[src/sv/quoted_word_splitter_unit_assert.svh]
// assertion macros for the quoted word splitter
// used by the top level only, no other dependencies
`ifndef QUOTED_WORD_SPLITTER_UNIT_ASSERT_SVH
`define QUOTED_WORD_SPLITTER_UNIT_ASSERT_SVH

// same-cycle implication, gated by reset
`define QWS_ASSERT_IMP(lbl, ck, rn, ante, cons) \
    lbl: assert property (@(posedge ck) disable iff (!rn) (ante) |-> (cons)) \
        else $error("qws assertion failed");

// next-cycle implication, gated by reset
`define QWS_ASSERT_NXT(lbl, ck, rn, ante, cons) \
    lbl: assert property (@(posedge ck) disable iff (!rn) (ante) |=> (cons)) \
        else $error("qws assertion failed");

`endif

[src/sv/qws_pkg.sv]
// shared types, codes and constants of the quoted word splitter
// no dependencies
package qws_pkg;

    localparam int COUNT_BITS   = 16;
    localparam int SHOW_BITS    = 16;
    localparam int CMD_DEPTH    = 4;
    localparam int CMD_PTR_BITS = $clog2(CMD_DEPTH);
    localparam int CMD_CNT_BITS = $clog2(CMD_DEPTH + 1);

    localparam logic [7:0] CH_NUL    = 8'h00;
    localparam logic [7:0] CH_TAB    = 8'h09;
    localparam logic [7:0] CH_SPACE  = 8'h20;
    localparam logic [7:0] CH_DQUOTE = 8'h22;
    localparam logic [7:0] CH_SQUOTE = 8'h27;

    typedef enum logic [1:0] {
        MODE_IDLE   = 2'd0,
        MODE_QUOTED = 2'd1,
        MODE_PLAIN  = 2'd2
    } mode_t;

    typedef enum logic [1:0] {
        EV_BYTE     = 2'd0,
        EV_DONE     = 2'd1,
        EV_WITHDRAW = 2'd2,
        EV_END      = 2'd3
    } ev_t;

    // one queued command: first result, plus an optional string-done result
    typedef struct packed {
        ev_t                  ev;
        logic [7:0]           data;
        logic [SHOW_BITS-1:0] count;
        logic                 has_end;
    } cmd_t;

    typedef struct packed {
        mode_t                 mode;
        logic [COUNT_BITS-1:0] words;
    } front_stat_t;

    typedef struct packed {
        logic full;
        logic empty;
    } fifo_stat_t;

    // count as shown on the result port, capped at the port width
    function automatic logic [SHOW_BITS-1:0] show_count(input logic [COUNT_BITS-1:0] c);
        logic [32:0] wide;
        logic [32:0] cap;
        wide = 33'(c);
        cap  = 33'({SHOW_BITS{1'b1}});
        if (wide > cap)
        begin
            return {SHOW_BITS{1'b1}};
        end
        return wide[SHOW_BITS-1:0];
    endfunction

endpackage

[src/sv/qws_front.sv]
// front part: accepts string bytes, tracks word state, builds commands
// depends on qws_pkg
module qws_front import qws_pkg::*; (
    input  logic        clk,
    input  logic        rst_n,
    input  logic        push,
    input  logic [7:0]  in_byte,
    output logic        full,
    input  logic        cmd_full,
    output logic        cmd_push,
    output cmd_t        cmd,
    output front_stat_t stat
);

    localparam logic [COUNT_BITS-1:0] COUNT_MAX = {COUNT_BITS{1'b1}};

    mode_t                 mode_reg, mode_next;
    logic                  quote_kind_reg, quote_kind_next;
    logic [COUNT_BITS-1:0] words_reg, words_next;
    logic [COUNT_BITS-1:0] words_inc;
    logic                  accept;
    logic                  is_nul, is_blank, is_quote;
    logic [7:0]            closer;

    assign full     = cmd_full;
    assign accept   = push && !cmd_full;
    assign is_nul   = (in_byte == CH_NUL);
    assign is_blank = in_byte inside {CH_SPACE, CH_TAB};
    assign is_quote = in_byte inside {CH_SQUOTE, CH_DQUOTE};
    assign closer   = quote_kind_reg ? CH_DQUOTE : CH_SQUOTE;
    assign words_inc = (words_reg == COUNT_MAX) ? words_reg : words_reg + COUNT_BITS'(1);

    assign stat.mode  = mode_reg;
    assign stat.words = words_reg;

    // next state
    always_comb
    begin
        mode_next       = mode_reg;
        quote_kind_next = quote_kind_reg;
        words_next      = words_reg;
        if (accept)
        begin
            case (mode_reg)
                MODE_QUOTED:
                begin
                    if (!is_nul && in_byte == closer)
                    begin
                        words_next = words_inc;
                        mode_next  = MODE_IDLE;
                    end
                end
                MODE_PLAIN:
                begin
                    if (is_nul || is_blank)
                    begin
                        words_next = words_inc;
                        mode_next  = MODE_IDLE;
                    end
                end
                default:
                begin
                    if (!is_nul && !is_blank)
                    begin
                        if (is_quote)
                        begin
                            quote_kind_next = (in_byte == CH_DQUOTE);
                            mode_next       = MODE_QUOTED;
                        end
                        else
                        begin
                            mode_next = MODE_PLAIN;
                        end
                    end
                    else
                    begin
                        mode_next = MODE_IDLE;
                    end
                end
            endcase
            // end of string returns everything to reset
            if (is_nul)
            begin
                mode_next       = MODE_IDLE;
                quote_kind_next = 1'b0;
                words_next      = '0;
            end
        end
    end

    // command outputs
    always_comb
    begin
        cmd_push    = 1'b0;
        cmd.ev      = EV_BYTE;
        cmd.data    = in_byte;
        cmd.count   = show_count(words_reg);
        cmd.has_end = 1'b0;
        case (mode_reg)
            MODE_QUOTED:
            begin
                cmd_push = accept;
                if (is_nul)
                begin
                    cmd.ev      = EV_WITHDRAW;
                    cmd.has_end = 1'b1;
                end
                else if (in_byte == closer)
                begin
                    cmd.ev    = EV_DONE;
                    cmd.count = show_count(words_inc);
                end
            end
            MODE_PLAIN:
            begin
                cmd_push = accept;
                if (is_nul || is_blank)
                begin
                    cmd.ev      = EV_DONE;
                    cmd.count   = show_count(words_inc);
                    cmd.has_end = is_nul;
                end
            end
            default:
            begin
                if (is_nul)
                begin
                    cmd_push = accept;
                    cmd.ev   = EV_END;
                end
                else if (!is_blank && !is_quote)
                begin
                    cmd_push = accept;
                end
            end
        endcase
        if (cmd.ev != EV_BYTE)
        begin
            cmd.data = 8'h00;
        end
    end

    always_ff @(posedge clk or negedge rst_n)
    begin
        if (!rst_n)
        begin
            mode_reg       <= MODE_IDLE;
            quote_kind_reg <= 1'b0;
            words_reg      <= '0;
        end
        else
        begin
            mode_reg       <= mode_next;
            quote_kind_reg <= quote_kind_next;
            words_reg      <= words_next;
        end
    end

endmodule

[src/sv/qws_cmd_fifo.sv]
// short command queue between front and back parts
// depends on qws_pkg
module qws_cmd_fifo import qws_pkg::*; (
    input  logic       clk,
    input  logic       rst_n,
    input  logic       wr,
    input  cmd_t       wr_data,
    input  logic       rd,
    output cmd_t       rd_data,
    output fifo_stat_t stat
);

    localparam logic [CMD_PTR_BITS-1:0] LAST_PTR = CMD_PTR_BITS'(CMD_DEPTH - 1);
    localparam logic [CMD_CNT_BITS-1:0] FULL_CNT = CMD_CNT_BITS'(CMD_DEPTH);

    cmd_t                    slot_reg [CMD_DEPTH];
    logic [CMD_PTR_BITS-1:0] wr_ptr_reg, wr_ptr_next;
    logic [CMD_PTR_BITS-1:0] rd_ptr_reg, rd_ptr_next;
    logic [CMD_CNT_BITS-1:0] cnt_reg, cnt_next;
    logic                    do_wr, do_rd;

    assign stat.full  = (cnt_reg == FULL_CNT);
    assign stat.empty = (cnt_reg == '0);
    assign do_wr      = wr && !stat.full;
    assign do_rd      = rd && !stat.empty;
    assign rd_data    = slot_reg[rd_ptr_reg];

    always_comb
    begin
        wr_ptr_next = wr_ptr_reg;
        rd_ptr_next = rd_ptr_reg;
        cnt_next    = cnt_reg;
        if (do_wr)
        begin
            wr_ptr_next = (wr_ptr_reg == LAST_PTR) ? '0 : wr_ptr_reg + CMD_PTR_BITS'(1);
        end
        if (do_rd)
        begin
            rd_ptr_next = (rd_ptr_reg == LAST_PTR) ? '0 : rd_ptr_reg + CMD_PTR_BITS'(1);
        end
        if (do_wr && !do_rd)
        begin
            cnt_next = cnt_reg + CMD_CNT_BITS'(1);
        end
        else if (do_rd && !do_wr)
        begin
            cnt_next = cnt_reg - CMD_CNT_BITS'(1);
        end
    end

    always_ff @(posedge clk or negedge rst_n)
    begin
        if (!rst_n)
        begin
            wr_ptr_reg <= '0;
            rd_ptr_reg <= '0;
            cnt_reg    <= '0;
        end
        else
        begin
            wr_ptr_reg <= wr_ptr_next;
            rd_ptr_reg <= rd_ptr_next;
            cnt_reg    <= cnt_next;
        end
    end

    // payload slots, no reset
    always_ff @(posedge clk)
    begin
        if (do_wr)
        begin
            slot_reg[wr_ptr_reg] <= wr_data;
        end
    end

endmodule

[src/sv/qws_back.sv]
// back part: expands commands into results, holds the output register
// depends on qws_pkg
module qws_back import qws_pkg::*; (
    input  logic                 clk,
    input  logic                 rst_n,
    input  logic                 cmd_empty,
    input  cmd_t                 cmd,
    output logic                 cmd_pop,
    input  logic                 pop,
    output logic                 empty,
    output logic [1:0]           event_res,
    output logic [7:0]           word_byte,
    output logic [SHOW_BITS-1:0] word_count,
    output logic                 last_of_run
);

    logic                 valid_reg, valid_next;
    ev_t                  ev_reg, ev_next;
    logic [7:0]           byte_reg, byte_next;
    logic [SHOW_BITS-1:0] count_reg, count_next;
    logic                 last_reg, last_next;
    logic                 pend_reg, pend_next;
    logic [SHOW_BITS-1:0] pend_count_reg, pend_count_next;
    logic                 load;

    // output slot frees when empty or taken this cycle
    assign load = !valid_reg || pop;

    always_comb
    begin
        valid_next      = valid_reg;
        ev_next         = ev_reg;
        byte_next       = byte_reg;
        count_next      = count_reg;
        last_next       = last_reg;
        pend_next       = pend_reg;
        pend_count_next = pend_count_reg;
        cmd_pop         = 1'b0;
        if (load)
        begin
            if (pend_reg)
            begin
                // trailing string done
                valid_next = 1'b1;
                ev_next    = EV_END;
                byte_next  = 8'h00;
                count_next = pend_count_reg;
                last_next  = 1'b1;
                pend_next  = 1'b0;
            end
            else if (!cmd_empty)
            begin
                cmd_pop         = 1'b1;
                valid_next      = 1'b1;
                ev_next         = cmd.ev;
                byte_next       = cmd.data;
                count_next      = cmd.count;
                last_next       = !cmd.has_end;
                pend_next       = cmd.has_end;
                pend_count_next = cmd.count;
            end
            else
            begin
                valid_next = 1'b0;
            end
        end
    end

    always_ff @(posedge clk or negedge rst_n)
    begin
        if (!rst_n)
        begin
            valid_reg <= 1'b0;
            pend_reg  <= 1'b0;
        end
        else
        begin
            valid_reg <= valid_next;
            pend_reg  <= pend_next;
        end
    end

    always_ff @(posedge clk)
    begin
        ev_reg         <= ev_next;
        byte_reg       <= byte_next;
        count_reg      <= count_next;
        last_reg       <= last_next;
        pend_count_reg <= pend_count_next;
    end

    assign empty       = !valid_reg;
    assign event_res   = ev_reg;
    assign word_byte   = byte_reg;
    assign word_count  = count_reg;
    assign last_of_run = last_reg;

endmodule

[src/sv/quoted_word_splitter_unit.sv]
// top level of the quoted word splitter: front, command queue, back
// depends on qws_pkg, qws_front, qws_cmd_fifo, qws_back and the assert header
//
//  channel   | handshake        | payload
//  ----------+------------------+---------------------------------------------
//  input     | push / full      | in_byte
//  result    | empty / pop      | event_res, word_byte, word_count, last_of_run
//
// one byte per cycle while the queue has room: the front updates the word state and
// queues at most one command per byte; the back drains one result per cycle while
// results are popped, so end of string inside a word yields two results from the back
// the four-entry command queue plus the output register absorb result stalls
// reset clears word state, queue pointers and the output valid at once
`include "quoted_word_splitter_unit_assert.svh"

module quoted_word_splitter_unit import qws_pkg::*; (
    input  logic                 clk,
    input  logic                 rst_n,
    input  logic                 push,
    output logic                 full,
    input  logic [7:0]           in_byte,
    output logic                 empty,
    input  logic                 pop,
    output logic [1:0]           event_res,
    output logic [7:0]           word_byte,
    output logic [SHOW_BITS-1:0] word_count,
    output logic                 last_of_run
);

    // front to queue
    cmd_t        fq_cmd;
    logic        fq_push;
    front_stat_t front_stat;

    // queue to back
    cmd_t        qb_cmd;
    logic        qb_pop;
    fifo_stat_t  fifo_stat;

    // terminator taken this cycle, and the front back at its reset state
    logic        nul_taken;
    logic        front_clear;

    assign nul_taken   = push && !full && (in_byte == CH_NUL);
    assign front_clear = (front_stat.mode == MODE_IDLE) && (front_stat.words == '0);

    // front classifies bytes and tracks quoting and the word count
    qws_front u_front (
        .clk      (clk),
        .rst_n    (rst_n),
        .push     (push),
        .in_byte  (in_byte),
        .full     (full),
        .cmd_full (fifo_stat.full),
        .cmd_push (fq_push),
        .cmd      (fq_cmd),
        .stat     (front_stat)
    );

    // decouples byte intake from result backpressure
    qws_cmd_fifo u_cmd_fifo (
        .clk     (clk),
        .rst_n   (rst_n),
        .wr      (fq_push),
        .wr_data (fq_cmd),
        .rd      (qb_pop),
        .rd_data (qb_cmd),
        .stat    (fifo_stat)
    );

    // back turns each command into one or two results
    qws_back u_back (
        .clk         (clk),
        .rst_n       (rst_n),
        .cmd_empty   (fifo_stat.empty),
        .cmd         (qb_cmd),
        .cmd_pop     (qb_pop),
        .pop         (pop),
        .empty       (empty),
        .event_res   (event_res),
        .word_byte   (word_byte),
        .word_count  (word_count),
        .last_of_run (last_of_run)
    );

    // string done always closes the run of its byte
    `QWS_ASSERT_IMP(a_end_is_last, clk, rst_n, !empty && event_res == EV_END, last_of_run)

    // only word bytes carry data
    `QWS_ASSERT_IMP(a_byte_zero, clk, rst_n, !empty && event_res != EV_BYTE, word_byte == 8'h00)

    // back never reads an empty queue
    `QWS_ASSERT_IMP(a_no_underrun, clk, rst_n, qb_pop, !fifo_stat.empty)

    // a terminator clears the parser state
    `QWS_ASSERT_NXT(a_nul_resets, clk, rst_n, nul_taken, front_clear)

endmodule
[config.mk]
export PLATFORM = sky130hd
export DESIGN_NAME = quoted_word_splitter_unit
export DESIGN_NICKNAME = d
export VERILOG_FILES = /design/src/sv/qws_pkg.sv /design/src/sv/qws_front.sv /design/src/sv/qws_cmd_fifo.sv /design/src/sv/qws_back.sv /design/src/sv/quoted_word_splitter_unit.sv
export VERILOG_INCLUDE_DIRS = /design/src /design/src/sv
export SDC_FILE = /design/constraint.sdc
export NUM_CORES = 1
export LEC_CHECK = 0
export BUFFER_PORTS_ARGS = -buffer_cell sky130_fd_sc_hd__buf_2
export CORE_MARGIN = 1
export CORE_UTILIZATION = 24
export DETAILED_ROUTE_END_ITERATION = 16
export PLACE_DENSITY = 0.38
export SYNTH_ARGS = -nofsm -noshare
export SYNTH_HDL_FRONTEND = slang
export SYNTH_SLANG_ARGS = --single-unit
[constraint.sdc]
create_clock -name clk -period 3.6 [get_ports clk]
set_input_delay 0.18 -clock clk [delete_from_list [all_inputs] [get_ports clk]]
set_output_delay 0.18 -clock clk [all_outputs]
set_load 0.01 [all_outputs]
==> flow_metrics.py, run 1 <==
metrics = {
    "status": {
        "outcome": "finished, final reports clean",
    },
    "die": {
        "start_util_pct": 24.5,
        "io_pins": 41,
        "die_y_um": 182,
        "core_area_mm2": 0.0317,
        "fp.dieArea_mm2": 0.0331,
        "die_w_um": 182,
        "rows": 65,
    },
    "global_route": {
        "antenna_found_initial": 0,
        "grt_remaining_overflow": 0,
        "track_usage_pct": 11.3,
        "grt_pass1_wl_um": 27600,
        "grt_max_degree": 30,
        "grt_pass1_vias": 4628,
    },
    "placed_design": {
        "numPortBuffers": 40,
        "routabilityCongestion": 0.761,
        "dp.final_hpwl_um": 11000,
        "numPlacedInstances": 918,
    },
    "power": {
        "p_leak_nw": 3.04,
        "p_sw_mw": 2.27,
        "swShare_pct": 31.5,
        "combPwrFrac_pct": 27.8,
        "p_seq_share_pct": 47.6,
        "finalPower_mw": 7.20,
        "peakVddDrop_mv": 0.334,
        "power_density_mw_per_mm2": 795,
        "clkPwrFrac_pct": 24.7,
        "internal-power_mw": 4.93,
    },
    "worst_setup_path": {
        "critPathLaunchType": "primary input",
        "r2r-end": "u_cmd_fifo.slot_reg[2][6]",
        "cp_data_required_time_ns": 3.96,
        "critPathArrivalTime_ns": 3.20,
        "path_class": "in -> reg",
        "r2r_start": "u_front.words_reg[0]",
        "ff2ff_setup_slack_ns": 0.91,
        "end_kind": "register",
        "r2r_cells": 6,
        "worstPathMaxFanout": 8,
    },
    "flow_run": {
        "cap_violations": 0,
    },
    "synth": {
        "netlist_area_mm2": 0.00778,
        "syn_nets": 515,
        "synth-seq-cells": 179,
        "synth_edf_count": 151,
        "yosysWarnings": 0,
        "ys.flop_type": "edfxtp_1",
        "syn-instance-count": 493,
        "yosysUniqueCellTypes": 65,
        "synth.yosys.seq_area_share_pct": 67.3,
        "async_flop_share_pct": 15.6,
        "syn_area_per_cell_um2": 15.8,
    },
    "final_layout": {
        "largest_reg_flops": 108,
        "num_antenna_cells": 0,
        "final_nets": 561,
        "area_delta_synth_final_pct": 16.4,
        "final_common_cell": "edfxtp_1",
        "drive_gt1_share_pct": 27.9,
        "final_cell_mix": "edfxtp_1, buf_2, mux4_2",
        "num-fill-cells": 3204,
        "stdcell_count": 954,
    },
    "timing": {
        "period_needed_ns": 2.84,
        "worstMarginPinSlew_ns": 0.890,
        "max_freq_mhz": 352,
        "timing.hold.ws_ns": 0.0214,
        "rsz0062_at_grt": "false",
        "min_period_over_period_pct": 78.9,
        "setup_viol_count_final": 0,
        "setup_tns_ns": 0,
        "slew_viol_final": 0,
        "fin_worst_skew_ns": 0.0140,
        "slew_headroom_pct": 40.7,
        "hold_violations": 0,
    },
    "detailed_routing": {
        "drtIter0Drc": 316,
        "drtAntennaViolNets": 0,
        "drc": 0,
        "wl_per_cell_um": 18.5,
        "routed_wirelength_um": 17700,
        "routed_via_density": 4.63,
        "vias": 4419,
        "drt-pass1-iter-count": 5,
    },
    "clocking": {
        "path_clk_slew_ns": 0.07,
        "cts.path.max_buffers": 2,
        "cts_tree": "built",
        "cts-root-buf": "clkbuf_16",
        "htreeDepth": 4,
        "clock-sinks": 179,
        "cts_buffers": 17,
        "postCtsSetupBuffers": 0,
        "worstSkewPairLatency_ns": 0.43,
    },
    "worst_hold_path": {
        "hold-path-cell-count": 1,
        "min_path_type": "in -> reg",
        "min_from": "in_byte[7]",
        "whs_endpoint": "u_cmd_fifo.slot_reg[0][24]",
    },
}
-- cell families after synthesis --
| family | Yosys count | synth area share, % |
|---|---|---|
| buffers and inverters | 47 | 2.65 |
| AOI/OAI and AO/OA | 90 | 8.54 |
| and+or+nand+nor | 113 | 8.17 |
| adders and majority gates | 10 | 1.71 |
| muxes | 51 | 11.3 |
| xor gates and xnor gates | 3 | 0.338 |
| DFF | 179 | 67.3 |
-- synthesized netlist by cell type, types with 3 or more instances --
library cell / number / area (µm²)
ha_1: 9 / 113
and2_1: 7 / 43.8
nor2b_1: 10 / 62.6
o311ai_0: 5 / 43.8
o2111ai_1: 4 / 35.0
dfrtp_1: 28 / 701
mux4_2: 27 / 608
a21o_1: 4 / 30.0
mux2_2: 23 / 259
nor2_1: 18 / 67.6
edfxtp_1: 151 / 4530
nor4_1: 4 / 25.0
and3_1: 5 / 31.3
clkbuf_1: 19 / 71.3
nor3_1: 12 / 60.1
nand4_1: 5 / 31.3
inv_1: 17 / 63.8
and4_1: 5 / 43.8
o21ai_0: 9 / 45.0
nor3b_1: 3 / 22.5
a31oi_1: 20 / 125
a311oi_1: 6 / 52.6
nand2_1: 19 / 71.3
buf_2: 5 / 25.0
nand2b_1: 3 / 18.8
o31ai_1: 6 / 45.0
a21oi_1: 10 / 50.1
nand3_1: 8 / 40.0
o211ai_1: 3 / 22.5
-- power by group through the flow --
stage | logic (mW) | clock network (mW) | registers [mW]
after floorplan | 1.40 | 0 | 3.35
after global placement | 2.01 | 0 | 3.46
after detailed placement | 2.04 | 0 | 3.49
after CTS | 2.05 | 1.83 | 3.44
after global routing | 2.18 | 1.91 | 3.52
final | 2.00 | 1.78 | 3.42
-- stage by stage --
stage          setup WS, ns  utilization, %  instance area, µm²
2_1_floorplan         0.438               -                7780
3_3_place_gp          0.827            26.7                8460
3_5_place_dp          0.787            26.7                8460
4_1_cts               0.726            28.5                9050
5_1_grt               0.596            28.5                9050
6_report              0.758            28.5                9050
-- layout make-up --
cell class | instances | area, µm² | area share (%)
Timing Repair Buffer | 57 | 338 | 3.73
Clock inverter | 14 | 129 | 1.42
Clock buffer | 18 | 429 | 4.74
Sequential cell | 179 | 5240 | 57.8
Tap cell | 402 | 503 | 5.56
Inverter | 17 | 63.8 | 0.705
Multi-Input combinational cell | 267 | 2350 | 26.0
-- worst max-delay path by stage --
| stage | start | to | slack (ns) |
|---|---|---|---|
| floorplan | u_back.valid_reg | u_cmd_fifo.cnt_reg[1] | 0.44 |
| global placement | in_byte[1] | u_cmd_fifo.cnt_reg[2] | 0.83 |
| detailed placement | in_byte[1] | u_cmd_fifo.cnt_reg[2] | 0.79 |
| CTS | in_byte[4] | u_cmd_fifo.cnt_reg[2] | 0.73 |
| global route | in_byte[4] | u_cmd_fifo.cnt_reg[2] | 0.60 |
| finish | in_byte[4] | u_cmd_fifo.cnt_reg[2] | 0.76 |
-- repair_timing --
action / in CTS / in global routing
gates resized for setup: 0 / 0
hold endpoints to repair: 37 / 0
hold buffers: 4 / 0
-- layer usage --
layer | global-route usage, % | up-vias | routed length [µm]
met2 | 19.4 | 88 | 8910
met5 | 0 | - | 0
li1 | - | 2059 | -
met1 | 14.0 | 2259 | 7970
met4 | 3.56 | 0 | 191
met3 | 2.59 | 13 | 595
-- critical path: stages --
cell and delay, ns:
dlygate4sd3_1 0.53, buf_2 0.15, or3_1 0.44, or3_1 0.55
nand2_4 0.14, o21ai_4 0.10, inv_1 0.09, ha_1 0.17
inv_1 0.06, fa_1 0.37, xor2_1 0.15, nor2_1 0.12
xor2_1 0.15
No activity file was read; power rests on OpenSTA's default activity.
==> inputs of run 2 (changes only) <==
- clock period: 3.6 -> 2.62 ns (I/O delays scaled with it)
==> run 2 against run 1 <==
Net effect:
- non-clock buffer count increased by 18
- final cell count grew 1.9%
- largest cell class unchanged
- sequential power increased by 34%
- via count up 2.4%
- utilization is 0.73 points higher
- critical path type unchanged
- total power increased by 39%
- clock skew decreased by 0.0014 ns
- routed wire length down 0.26%
==> flow_metrics.py, run 2 (synthesized netlist as in run 1, its figures left out) <==
metrics = {
    "clocking": {
        "worstSkewPairLatency_ns": 0.44,
        "cts_buffers": 17,
        "cts.path.max_buffers": 2,
        "cts-root-buf": "clkbuf_16",
        "htreeDepth": 4,
        "cts_tree": "built",
        "clock-sinks": 179,
        "path_clk_slew_ns": 0.08,
        "postCtsSetupBuffers": 0,
    },
    "detailed_routing": {
        "drtIter0Drc": 268,
        "top_layer": "met4",
        "vias": 4525,
        "drtAntennaViolNets": 0,
        "wl_met2_um": 8550,
        "wl_per_cell_um": 18.1,
        "drt-pass1-iter-count": 4,
        "wl_met3_um": 624,
        "drc": 0,
        "routed_wirelength_um": 17600,
        "wl_met1_um": 8070,
        "routed_via_density": 4.66,
    },
    "final_layout": {
        "final_nets": 579,
        "design_area_mm2": 0.00929,
        "area_delta_synth_final_pct": 19.4,
        "final_common_cell": "edfxtp_1",
        "largest_reg_flops": 108,
        "drive_gt1_share_pct": 30.4,
        "final_util_pct": 29.3,
        "num_antenna_cells": 0,
        "final_cell_mix": "edfxtp_1, buf_2, mux4_2, dfrtp_1, buf_4",
    },
    "timing": {
        "fin_worst_skew_ns": 0.0126,
        "setup_viol_count_final": 0,
        "max_freq_mhz": 401,
        "slew_headroom_pct": 50.1,
        "hold_violations": 0,
        "worstMarginPinSlew_ns": 0.749,
        "rsz0062_at_grt": "false",
        "min_period_over_period_pct": 95.2,
        "period_needed_ns": 2.50,
        "slew_viol_final": 0,
    },
    "worst_hold_path": {
        "min_path_type": "in -> reg",
    },
    "global_route": {
        "grt_pass1_wl_um": 27700,
        "grt_remaining_overflow": 0,
        "antenna_found_initial": 0,
        "grt_max_degree": 29,
        "grt_pass1_vias": 4630,
        "track_usage_pct": 11.2,
    },
    "die": {
        "die_w_um": 182,
        "fp.dieArea_mm2": 0.0331,
        "io_pins": 41,
        "die_y_um": 182,
        "rows": 65,
        "start_util_pct": 24.5,
        "core_area_mm2": 0.0317,
    },
    "worst_setup_path": {
        "cp_data_required_time_ns": 2.99,
        "critPathArrivalTime_ns": 2.86,
        "critPathLaunchType": "primary input",
        "worstPathMaxFanout": 6,
        "path_class": "in -> reg",
        "end_kind": "register",
    },
    "power": {
        "power_density_mw_per_mm2": 1080,
        "p_leak_nw": 3.15,
        "peakVddDrop_mv": 0.465,
    },
    "placed_design": {
        "dp.final_hpwl_um": 11200,
        "routabilityCongestion": 0.775,
        "postPlaceCellArea_mm2": 0.00866,
        "numPortBuffers": 40,
    },
    "status": {
        "outcome": "finished, final reports clean",
    },
    "flow_run": {
        "cap_violations": 0,
    },
}
## run 2: metal layers
| layer | GRT usage [%] | vias up |
|---|---|---|
| met3 | 2.39 | 20 |
| met5 | 0 | - |
| met2 | 18.2 | 86 |
| met1 | 14.6 | 2321 |
| met4 | 4.57 | 0 |
| li1 | - | 2098 |
## run 2: area by class of cell
type,count,area [µm²]
Multi-Input combinational cell,267,2370
Tap cell,402,503
Timing Repair Buffer,75,551
Fill cell,3178,22400
Inverter,17,63.8
Sequential cell,179,5240
Clock inverter,15,138
Clock buffer,17,425
## run 2: worst max-delay path: stages
cell and delay [ns]:
dlygate4sd3_1 0.53, buf_2 0.15, or3_4 0.43, or3_4 0.40, nand2_4 0.08, o21ai_4 0.05
inv_1 0.07, ha_1 0.17, inv_1 0.06, fa_1 0.37, xor2_1 0.15, nor2_1 0.11
xor2_1 0.15
## run 2: report_power, final
group          switching [mW]  internal (mW)  leakage [nW]
clock                    1.20           1.26         0.274
sequential              0.384           4.19          1.77
combinational            1.61           1.38          1.11
## run 2: timing repair
action,4_1_cts,5_1_grt
gates resized for setup,0,4
hold endpoints to repair,41,0
hold buffers,5,0
setup endpoints to repair,0,9
## run 2: worst paths after layout
check                                  startpoint                         end  slack (ns)  cells past startpoint
max                                    in_byte[4]       u_cmd_fifo.cnt_reg[2]        0.12                     13
min                                    in_byte[5]  u_cmd_fifo.slot_reg[2][22]        0.14                      2
max reg2reg                  u_front.words_reg[0]   u_cmd_fifo.slot_reg[1][6]        0.18                      7
min reg2reg                u_front.quote_kind_reg      u_front.quote_kind_reg        0.53                      1
max in group asynchronous                   rst_n    u_cmd_fifo.rd_ptr_reg[0]        1.79                      2
min in group asynchronous                   rst_n       u_cmd_fifo.cnt_reg[1]        0.29                      2
## run 2: per-stage QoR
stage / total power, mW / hold WS, ns / setup WS (ns) / std cells / setup TNS, ns
final: 10.0 / 0.136 / 0.125 / 972 / 0
after global routing: 10.7 / 0.146 / 0.00858 / 972 / 0
after CTS: 10.2 / 0.103 / 0.0333 / 972 / 0
after detailed placement: 7.74 / 0.260 / 0.106 / 935 / 0
after global placement: 7.67 / 0.245 / 0.130 / 935 / 0
after floorplan: 6.53 / -0.165 / -0.272 / 493 / -29.38
